`src/hdl/slcp_pkg.sv`:
```
`default_nettype none
package slcp_pkg;

  localparam int unsigned TOKEN_MAX = 5;
  localparam logic [11:0] CENTER_COUNT = 12'd3000;
  localparam logic [15:0] COUNT_BASE = 16'd27000;
  localparam logic [15:0] ANGLE_SCALE = 16'd100;
  localparam logic [11:0] ANGLE_MAX = 12'd90;
  // floor(x / 9) == (x * RECIP_NINE) >> RECIP_SHIFT for x up to 36000
  localparam logic [16:0] RECIP_NINE = 17'd116509;
  localparam int unsigned RECIP_SHIFT = 20;

  localparam logic [7:0] CH_S = 8'h53;
  localparam logic [7:0] CH_L = 8'h4C;
  localparam logic [7:0] CH_O = 8'h4F;
  localparam logic [7:0] CH_N = 8'h4E;
  localparam logic [7:0] CH_F = 8'h46;
  localparam logic [7:0] CH_PLUS = 8'h2B;
  localparam logic [7:0] CH_MINUS = 8'h2D;
  localparam logic [7:0] CH_ZERO = 8'h30;
  localparam logic [7:0] CH_ONE = 8'h31;
  localparam logic [7:0] CH_TWO = 8'h32;

  localparam logic RESP_ACK = 1'b0;
  localparam logic RESP_INVALID = 1'b1;

  typedef logic [TOKEN_MAX-1:0][7:0] tok_t;

  typedef struct packed {
    logic ok;
    logic is_servo;
    logic [1:0] index;
    logic [11:0] count;
    logic led_on;
  } chk_t;

  function automatic logic slcp_is_space(input logic [7:0] b);
    return (b == 8'h20) || ((b >= 8'h09) && (b <= 8'h0D));
  endfunction

endpackage
`default_nettype wire

```
`src/hdl/servo_led_command_parser.sv`:
```
`default_nettype none
// Command parser for three servo pulse counts and two LEDs.
// Input channel: one received byte per transaction on rx_byte (in_valid /
// in_ready). Whitespace ends a token; up to five bytes of a token are kept.
// Output channel: one transaction per token end (out_valid / out_ready),
// carrying response (0 ack, 1 invalid) and the counts and LED states held
// after that token. Whitespace outside a token and token bytes give nothing.
// Latency: the result is presented the cycle after the ending whitespace
// byte is accepted. Throughput: one byte per cycle while in_ready is high;
// the check logic and divide-by-nine multiply lie after the token buffer.
// Reset: no token open, servo counts 3000, LEDs off, output empty.
// Stall: in_ready is high while the output register is empty or being
// taken, so bytes keep flowing until a result waits unread; then
// in_ready drops until out_ready takes it.
module servo_led_command_parser import slcp_pkg::*; (
  input  wire logic        clk,
  input  wire logic        rst,
  input  wire logic        in_valid,
  output logic             in_ready,
  input  wire logic [7:0]  rx_byte,
  output logic             out_valid,
  input  wire logic        out_ready,
  output logic             response,
  output logic [11:0]      servo_zero_count,
  output logic [11:0]      servo_one_count,
  output logic [11:0]      servo_two_count,
  output logic             led_zero_on,
  output logic             led_one_on
);

  logic             in_acc, is_ws, in_token, emit, apply;
  tok_t             bytes;
  chk_t             chk;
  logic [2:0][11:0] servo, servo_next;
  logic [1:0]       leds, leds_next;
  logic             out_valid_next;

  assign in_ready = !out_valid || out_ready;
  assign in_acc = in_valid && in_ready;
  assign is_ws = slcp_is_space(rx_byte);
  assign emit = in_acc && is_ws && in_token;
  assign apply = emit && chk.ok;

  slcp_token u_token (
    .clk      (clk),
    .rst      (rst),
    .acc      (in_acc),
    .is_ws    (is_ws),
    .rx_byte  (rx_byte),
    .in_token (in_token),
    .bytes    (bytes)
  );

  slcp_check u_check (
    .bytes (bytes),
    .chk   (chk)
  );

  always_comb begin
    servo_next = servo;
    leds_next = leds;
    if (apply) begin
      if (chk.is_servo) begin
        servo_next[chk.index] = chk.count;
      end else begin
        leds_next[chk.index[0]] = chk.led_on;
      end
    end
    out_valid_next = emit ? 1'b1 : (out_ready ? 1'b0 : out_valid);
  end

  always_ff @(posedge clk) begin
    if (rst) begin
      servo <= {3{CENTER_COUNT}};
      leds <= '0;
      out_valid <= 1'b0;
    end else begin
      servo <= servo_next;
      leds <= leds_next;
      out_valid <= out_valid_next;
    end
  end

  always_ff @(posedge clk) begin
    if (emit) begin
      response <= chk.ok ? RESP_ACK : RESP_INVALID;
      servo_zero_count <= servo_next[0];
      servo_one_count <= servo_next[1];
      servo_two_count <= servo_next[2];
      led_zero_on <= leds_next[0];
      led_one_on <= leds_next[1];
    end
  end

`ifndef ASSERT_OFF
  a_emit_shows: assert property (@(posedge clk) disable iff (rst) emit |=> out_valid)
    else $error("token end did not produce a result");
  a_no_spurious: assert property (@(posedge clk) disable iff (rst)
    (in_acc && !is_ws && !(out_valid && out_ready)) |=> $stable(out_valid))
    else $error("result valid changed without a token end or take");
  a_count_range: assert property (@(posedge clk) disable iff (rst)
    (servo[0] >= 12'd2000) && (servo[0] <= 12'd4000) &&
    (servo[1] >= 12'd2000) && (servo[1] <= 12'd4000) &&
    (servo[2] >= 12'd2000) && (servo[2] <= 12'd4000))
    else $error("servo count out of range");
  a_invalid_holds: assert property (@(posedge clk) disable iff (rst)
    (emit && !chk.ok) |=> ($stable(servo) && $stable(leds)))
    else $error("invalid token changed state");
`endif

endmodule
`default_nettype wire

```
`src/hdl/slcp_token.sv`:
```
`default_nettype none
module slcp_token import slcp_pkg::*; (
  input  wire logic       clk,
  input  wire logic       rst,
  input  wire logic       acc,
  input  wire logic       is_ws,
  input  wire logic [7:0] rx_byte,
  output logic            in_token,
  output tok_t            bytes
);

  logic [2:0] length;

  always_ff @(posedge clk) begin
    if (rst) begin
      in_token <= 1'b0;
      length <= '0;
    end else if (acc) begin
      if (is_ws) begin
        in_token <= 1'b0;
      end else if (!in_token) begin
        in_token <= 1'b1;
        length <= 3'd1;
      end else if (length < 3'(TOKEN_MAX)) begin
        length <= length + 3'd1;
      end
    end
  end

  // token start clears the buffer so short tokens read zero past the end
  always_ff @(posedge clk) begin
    if (acc && !is_ws) begin
      if (!in_token) begin
        bytes <= tok_t'(rx_byte);
      end else if (length < 3'(TOKEN_MAX)) begin
        bytes[length] <= rx_byte;
      end
    end
  end

endmodule
`default_nettype wire

```
`src/hdl/slcp_check.sv`:
```
`default_nettype none
module slcp_check import slcp_pkg::*; (
  input  tok_t bytes,
  output chk_t chk
);

  logic signed [8:0]  d3, d4;
  logic signed [11:0] d3x, d4x, angle;
  logic               angle_ok, sign_ok, servo_ok, led_idx_ok, on, off;
  logic [15:0]        scaled, x;
  logic [32:0]        prod;

  // digit math on signed bytes, so non-digits can still land in range
  assign d3 = $signed({bytes[3][7], bytes[3]}) - $signed(9'(CH_ZERO));
  assign d4 = $signed({bytes[4][7], bytes[4]}) - $signed(9'(CH_ZERO));
  assign d3x = {{3{d3[8]}}, d3};
  assign d4x = {{3{d4[8]}}, d4};
  assign angle = d3x * 12'sd10 + d4x;
  assign angle_ok = !angle[11] && (angle <= $signed(ANGLE_MAX));

  assign scaled = 16'(angle[6:0]) * ANGLE_SCALE;
  assign x = (bytes[2] == CH_MINUS) ? COUNT_BASE - scaled : COUNT_BASE + scaled;
  assign prod = 33'(x) * 33'(RECIP_NINE);

  assign sign_ok = (bytes[2] == CH_PLUS) || (bytes[2] == CH_MINUS);
  assign servo_ok = (bytes[1] == CH_ZERO) || (bytes[1] == CH_ONE) || (bytes[1] == CH_TWO);
  assign led_idx_ok = (bytes[1] == CH_ZERO) || (bytes[1] == CH_ONE);
  assign on = (bytes[2] == CH_O) && (bytes[3] == CH_N) && (bytes[4] == CH_N);
  assign off = (bytes[2] == CH_O) && (bytes[3] == CH_F) && (bytes[4] == CH_F);

  always_comb begin
    chk.is_servo = (bytes[0] == CH_S);
    chk.index = bytes[1][1:0];
    chk.count = prod[RECIP_SHIFT+11:RECIP_SHIFT];
    chk.led_on = on;
    if (bytes[0] == CH_S) begin
      chk.ok = servo_ok && sign_ok && angle_ok;
    end else if (bytes[0] == CH_L) begin
      chk.ok = led_idx_ok && (on || off);
    end else begin
      chk.ok = 1'b0;
    end
  end

endmodule
`default_nettype wire

```
`config.mk`:
```
export PLATFORM = sky130hd
export DESIGN_NAME = servo_led_command_parser
export DESIGN_NICKNAME = d
export VERILOG_FILES = /design/src/hdl/slcp_pkg.sv /design/src/hdl/servo_led_command_parser.sv /design/src/hdl/slcp_token.sv /design/src/hdl/slcp_check.sv
export SDC_FILE = /design/constraint.sdc
export NUM_CORES = 1
export LEC_CHECK = 0
export BUFFER_PORTS_ARGS = -buffer_cell sky130_fd_sc_hd__clkbuf_2
export CELL_PAD_IN_SITES_DETAIL_PLACEMENT = 0
export CELL_PAD_IN_SITES_GLOBAL_PLACEMENT = 1
export CORE_UTILIZATION = 46
export CTS_CLUSTER_DIAMETER = 100
export DETAILED_ROUTE_END_ITERATION = 10
export GPL_ROUTABILITY_DRIVEN = 0
export GPL_TIMING_DRIVEN = 0
export PLACE_DENSITY = 0.85
export SYNTH_ARGS = -nofsm -noshare
export SYNTH_HDL_FRONTEND = slang
export SYNTH_HIERARCHICAL = 1
export SYNTH_SLANG_ARGS = --single-unit
```
`constraint.sdc`:
```
create_clock -name clk -period 10.9 [get_ports clk]
set_clock_uncertainty 0.05 [all_clocks]
set_input_delay 1.09 -clock clk [delete_from_list [all_inputs] [get_ports clk]]
set_output_delay 1.09 -clock clk [all_outputs]
set_load 0.02 [all_outputs]
```
==> results of run 1 <==
## logic make-up (layout without fill, tap and decap cells)
group           Yosys count  after routing  share of synthesized area
simple gates            221            221                     0.1008
flops                   122            122                     0.2840
xor+xnor                 53             53                    0.04330
mux                     108            108                    0.09913
compound gates          137            137                    0.08935
fa+ha+maj               246            246                     0.3159
buf+inv                 191            291                    0.06759
## per-stage QoR
stage / worst slack, ps / std cells / TNS [ps] / instance area (sq um)
after floorplan: 737.2 / 1078 / 0 / 11380
after global placement: -452.3 / 1454 / -4018 / 12050
after detailed placement: -422.0 / 1454 / -4016 / 12050
after CTS: 40.42 / 1488 / 0 / 12700
after global routing: -33.03 / 1502 / -60.11 / 12970
final: 446.4 / 1502 / 0 / 12970
## flip-flops by register name (all words and copies together), names as in the netlist
signal,cells
servo_two_count,12
led_zero_on,1
u_token/in_token,1
response,1
leds,2
out_valid,1
servo,36
servo_zero_count,12
led_one_on,1
u_token/length,3
servo_one_count,12
u_token/bytes,40
## repair_timing
item / 4_1_cts / 5_1_grt
hold endpoints to repair: 0 / 0
buffers inserted: 2 / 14
gates cloned: 0 / 0
resized for setup: 7 / 28
pin swaps: 1 / 9
hold buffers: 0 / 0
setup endpoints to repair: 39 / 46
## worst paths after layout
kind	start	end	slack (ps)	cells past startpoint
setup reg to reg	u_token/bytes[27]	servo_one_count[9]	450	37
setup / recovery	u_token/bytes[27]	servo_one_count[9]	450	37
hold / removal	servo[6]	servo[6]	420	2
hold reg to reg	servo[6]	servo[6]	420	2
## placed cells by master, fill, tap and decap left out, types with 5 or more instances in the layout
cell type  count
ha_1         173
inv_1        162
nor2_1        89
edfxtp_1      79
mux2i_1       70
fa_1          68
clkbuf_2      52
dfxtp_1       43
nand2b_1      32
xnor2_1       28
a21oi_1       27
buf_4         24
mux2_2        22
o21ai_0       21
nand2_1       20
clkbuf_16     17
mux2_1        16
a21o_1        16
and2_1        15
xor2_1        13
clkbuf_1      11
nand3_1        9
and3_1         8
nor3b_1        8
a211oi_1       8
o21a_1         8
o21bai_1       7
nand4_1        7
buf_2          6
a21oi_2        6
nor2b_1        5
inv_6          5
xnor2_2        5
## metal layers
| metal | vias up | GRT usage | routed length (microns) |
|---|---|---|---|
| met5 | - | 0 | 0 |
| met4 | 0 | 0.05376 | 276 |
| met3 | 25 | 0.01980 | 658 |
| met2 | 143 | 0.3230 | 11370 |
| met1 | 3870 | 0.2697 | 11480 |
| li1 | 3884 | - | - |
## critical path: cells and delay by family (launching register included)
kind            cells  cell delay [ps]
xor+xnor            3              640
buf+inv             4              190
fa+ha+maj          15             5640
mux                 1              320
simple gates        2              420
flops               1              450
compound gates     12             2500
## layout make-up
| class | count | area [sq um] |
|---|---|---|
| Multi-Input combinational cell | 765 | 7587 |
| Sequential cell | 122 | 3233 |
| Clock inverter | 14 | 161.4 |
| Clock buffer | 18 | 429.2 |
| Inverter | 164 | 615.6 |
| Buffer | 27 | 153.9 |
| Tap cell | 324 | 405.4 |
| Fill cell | 2142 | 11350 |
| Timing Repair Buffer | 68 | 380.4 |
==> summary.txt, run 1 <==
Setup path
  – Critical path class: reg -> reg
  – Cell repeated most along the worst path: ha_1
  – CP peak stage delay: roughly 590 ps
  – CP arrival: roughly 11000 ps
  – Crit path max fanout: 5
  – Slowest cell on crit path: fa_1
  – Startpoint Class: register
  – Worst EP required: 11010 ps
  – Crit path capture type: register

Global route
  – GRT Overall Usage: 0.1944
  – Number of global-route vias before repair: ~7900
  – First-pass GRT wire length: roughly 40000 microns
  – Largest net degree at the start of global routing: 40
  – Initial antenna violation count: 0
  – GRT Residual Overflow: 0

Layout
  – Share of layout cells above drive strength 1: 0.1587
  – Area Overhead vs Synth: 13.89%
  – Final nets: between 1000 and 1500
  – Antenna cells: 0
  – Final Core Density: 0.5332

Route
  – Vias per cell: between 5 and 6
  – Drt wl/cell: approximately 16 microns
  – DR vias: 7922
  – Pre-Repair DR Iteration Count: 5
  – DRC Markers: 0
  – Initial DRC count: approximately 420
  – Post-DRT Antenna Nets: 0
  – Final wirelength: between 20000 and 25000 microns

Logic synthesis
  – Distinct cell type count after synthesis: 74
  – Top-count cell post-synth: ha_1
  – Largest area contributor in the netlist: edfxtp_1
  – Synthesized netlist cell count: 1078
  – Async S/R FF share, synth: 0
  – Post-synth top cells: ha_1, inv_1, nor2_1
  – Synth area leaders: edfxtp_1, ha_1, fa_1
  – Syn Nets: roughly 1300
  – Avg Cell Area, Syn: 10.56 sq um
  – Post-synthesis cell area: around 11000 sq um
  – Seq/Total Area, Yosys: 0.2840
  – Predominant post-synthesis flop cell: edfxtp_1
  – Yosys warns: 6
  – Yosys reg bits: 122
  – Post-synth EDFFs: roughly 80
  – Top-area cell type share of the netlist area: 0.2084

Timing
  – Tcrit/Tclk final: 0.9590
  – Final setup vio count: 0
  – Hold slack: around 420 ps
  – Worst-Margin Slew: 910.5 ps
  – Maximum clock frequency: between 0.09 and 0.1 GHz
  – Fin. Hold Viols: 0
  – Max Slew Vio Count: 0
  – Max_slew headroom: 0.3851
  – Minimum clock period: about 10000 ps

Clocking
  – H-tree levels: 4
  – Total CTS buffers: 17
  – CTS tree: yes
  – CTS sink count: ~120
  – Clk buf depth: 2
  – Skew-Pair Late Insertion Delay: 420 ps
  – Clock-pin slew of the registers on the worst-case setup and hold paths: 60 ps
  – Clock Tree Root: clkbuf_16

Worst hold path
  – Worst hold path class: reg -> reg

Floorplan
  – Placeable Area: 24320 sq um
  – Die Width: 159.3 microns
  – Num rows: 57
  – I/O pin cnt: 53
  – DIE AREA: 25380 sq um
  – Starting density of the core: 0.4681
  – Die Ht: about 160 microns

Run
  – Max-Cap Viols: 0

Placement
  – DP Wirelength: ~18000 microns
  – IO buf count: 52

Status
  – Outcome: completed
Power of run 1 is not shown: default switching activity piles up to over one toggle a cycle in this logic, so the estimate is an artifact.
==> inputs of run 2 (changes only) <==
--- a/config.mk
+++ b/config.mk
@@ -5,15 +5,16 @@
 export SDC_FILE = /design/constraint.sdc
 export NUM_CORES = 1
 export LEC_CHECK = 0
+export ABC_AREA = 1
 export BUFFER_PORTS_ARGS = -buffer_cell sky130_fd_sc_hd__clkbuf_2
 export CELL_PAD_IN_SITES_DETAIL_PLACEMENT = 0
 export CELL_PAD_IN_SITES_GLOBAL_PLACEMENT = 1
-export CORE_UTILIZATION = 46
+export CORE_UTILIZATION = 44
 export CTS_CLUSTER_DIAMETER = 100
 export DETAILED_ROUTE_END_ITERATION = 10
 export GPL_ROUTABILITY_DRIVEN = 0
 export GPL_TIMING_DRIVEN = 0
-export PLACE_DENSITY = 0.85
+export PLACE_DENSITY = 0.86
 export SYNTH_ARGS = -nofsm -noshare
 export SYNTH_HDL_FRONTEND = slang
 export SYNTH_HIERARCHICAL = 1
==> run 2 against run 1 <==
  * Fmax is 0.89% higher
  * Synthesized area rose by 11%
  * Core utilization down 3.1 points
  * Die area grew 16%
  * Cell count up 37%
  * Via count is 33% higher
==> summary.txt, run 2 <==
Status
  – Outcome: completed

Floorplan
  – I/O pin cnt: 53
  – Starting density of the core: 0.4505
  – Num rows: about 60
  – Placeable Area: approximately 28000 sq um
  – DIE AREA: approximately 29000 sq um
  – Die Width: 171.4 microns
  – Die Ht: 171.4 microns

Logic synthesis
  – Post-synth EDFFs: between 70 and 80
  – Yosys warns: 6
  – Avg Cell Area, Syn: a little under 8 sq um
  – Seq/Total Area, Yosys: 0.2562
  – Top-area cell type share of the netlist area: 0.1880
  – Synthesized netlist cell count: around 1600
  – Distinct cell type count after synthesis: 48
  – Predominant post-synthesis flop cell: edfxtp_1
  – Post-synth top cells: nand2_1, inv_1, ha_1
  – Largest area contributor in the netlist: edfxtp_1
  – Async S/R FF share, synth: 0
  – Yosys reg bits: between 100 and 150
  – Top-count cell post-synth: nand2_1
  – Synth area leaders: edfxtp_1, ha_1, nand2_1
  – Post-synthesis cell area: approximately 13000 sq um
  – Syn Nets: between 1500 and 2000

Layout
  – Biggest regs: u_token/bytes (40), servo (36)
  – Commonest non-fill, non-tap cell in the layout: nand2_1
  – Number of flip-flops under the largest register name: 40
  – Share of layout cells above drive strength 1: 0.1183
  – Reg with most FFs: u_token/bytes
  – Antenna cells: 0
  – Final nets: about 1900
  – Commonest cells after routing, fill and taps aside: nand2_1, inv_1, ha_1, a21oi_1, edfxtp_1
  – Final Core Density: 0.5023
  – Area Overhead vs Synth: 11.50%

Global route
  – GRT Residual Overflow: 0
  – First-pass GRT wire length: slightly below 50000 microns
  – Largest net degree at the start of global routing: 40
  – Initial antenna violation count: 0
  – Number of global-route vias before repair: 10060
  – GRT Overall Usage: 0.2142

Timing
  – Worst-Margin Slew: 889.0 ps
  – Max Slew Vio Count: 0
  – Final setup vio count: 0
  – Minimum clock period: slightly above 10000 ps
  – Max_slew headroom: 0.4073
  – Maximum clock frequency: just under 0.1 GHz
  – Post-route setup slack: 538.2 ps
  – Fin. Hold Viols: 0
  – Hold slack: ~440 ps
  – Tcrit/Tclk final: 0.9506

Placement
  – IO buf count: 52
  – DP Wirelength: between 20000 and 25000 microns
  – Pre-CTS setup slack: between 300 and 400 ps

Route
  – Final wirelength: between 30000 and 40000 microns
  – Drt wl/cell: about 15 microns
  – DR vias: around 11000
  – Initial DRC count: 747
  – DRC Markers: 0
  – Pre-Repair DR Iteration Count: 6
  – Vias per cell: 5.126
  – Post-DRT Antenna Nets: 0

Setup path
  – Critical path class: reg -> reg
  – Crit path max fanout: 7
  – Slowest cell on crit path: xnor2_1
  – Worst setup startpoint: u_token/bytes[25]
  – Crit path capture type: register
  – R2R depth: 43
  – Startpoint Class: register
  – CP peak stage delay: approximately 580 ps
  – Cell repeated most along the worst path: nand2_1
  – R2r endpoint: servo_two_count[1]
  – Worst EP required: ~11000 ps
  – Critical R2R Launch: u_token/bytes[25]
  – Flop2flop setup slack: 540 ps
  – CP arrival: about 11000 ps

Worst hold path
  – Hold Path Stages: 2
  – Worst hold path class: reg -> reg
  – Hold path endpoint: leds[1]
  – Min-delay src: leds[1]

Clocking
  – Total CTS buffers: 17
  – Clk buf depth: 2
  – CTS tree: yes
  – Skew-Pair Late Insertion Delay: around 430 ps
  – Clock-pin slew of the registers on the worst-case setup and hold paths: 60 ps
  – CTS Hold Bufs: 0
  – H-tree levels: 4
  – Clock Tree Root: clkbuf_16
  – CTS sink count: around 120

Run
  – Max-Cap Viols: 0
-- run 2: changes by cell type after synthesis, moves of 16 or more --
cell and change:
inv_1 +112, mux2_2 -22, mux2i_1 -70, nand4_1 +40
nand2_1 +362, nand3_1 +61, o21ai_0 +53, a21oi_1 +55
xnor2_1 -24, mux2_1 -16, nand2b_1 -31, nand2_2 +20
-- run 2: kinds of logic (layout without fill, tap and decap cells) --
group	Yosys count	count (layout)	synth area share
adder cells (fa/ha/maj)	246	246	0.2849
AO/OA/AOI/OAI	198	198	0.08299
flip-flops	122	122	0.2562
AND/OR/NAND/NOR	657	657	0.2399
XOR/XNOR	39	39	0.02826
buffers and inverters	330	420	0.1077
-- run 2: layout make-up --
class / instances / area, sq um
tap: 378 / 473.0
multi-input combinational: 1140 / 8078
fill: 2723 / 13940
clock buffer: 17 / 425.4
sequential: 122 / 3233
inverter: 286 / 1074
clock inverter: 15 / 177.7
buffer: 44 / 285.3
timing repair buffer: 58 / 325.3
-- run 2: worst max path at each step --
stage | end | slack (ps)
2_1_floorplan | servo_two_count[4] | 1610
3_3_place_gp | servo_one_count[2] | 420
3_5_place_dp | servo_one_count[2] | 400
4_1_cts | servo_one_count[2] | 320
5_1_grt | servo_two_count[4] | -40
6_report | servo_two_count[1] | 540
-- run 2: worst max-delay path: cells and delay by family (launching register included) --
kind | cells | cell delay [ps]
XOR/XNOR | 1 | 580
AND/OR/NAND/NOR | 17 | 2210
buffers and inverters | 7 | 640
adder cells (fa/ha/maj) | 16 | 5970
flip-flops | 1 | 410
AO/OA/AOI/OAI | 2 | 340
-- run 2: metal layers --
layer | vias to the layer above | track usage | share of wire
li1 | 5311 | - | -
met4 | 0 | 0.05745 | 0.016
met1 | 4900 | 0.3041 | 0.48
met5 | - | 0 | 0
met3 | 33 | 0.03129 | 0.059
met2 | 315 | 0.3386 | 0.45
-- run 2: through the flow --
stage	area (sq um)	std cells	setup TNS (ps)
after floorplan	12620	1592	0
after global placement	13350	2022	0
after detailed placement	13390	2023	0
after CTS	13990	2055	0
after global routing	14070	2060	-76.56
final	14070	2060	0
-- run 2: what timing repair did --
action,in CTS,in global routing
endpoints found under the setup margin,0,54
gates resized for setup,0,8
setup buffers,0,5
Power of run 2 is left out for the same reason.
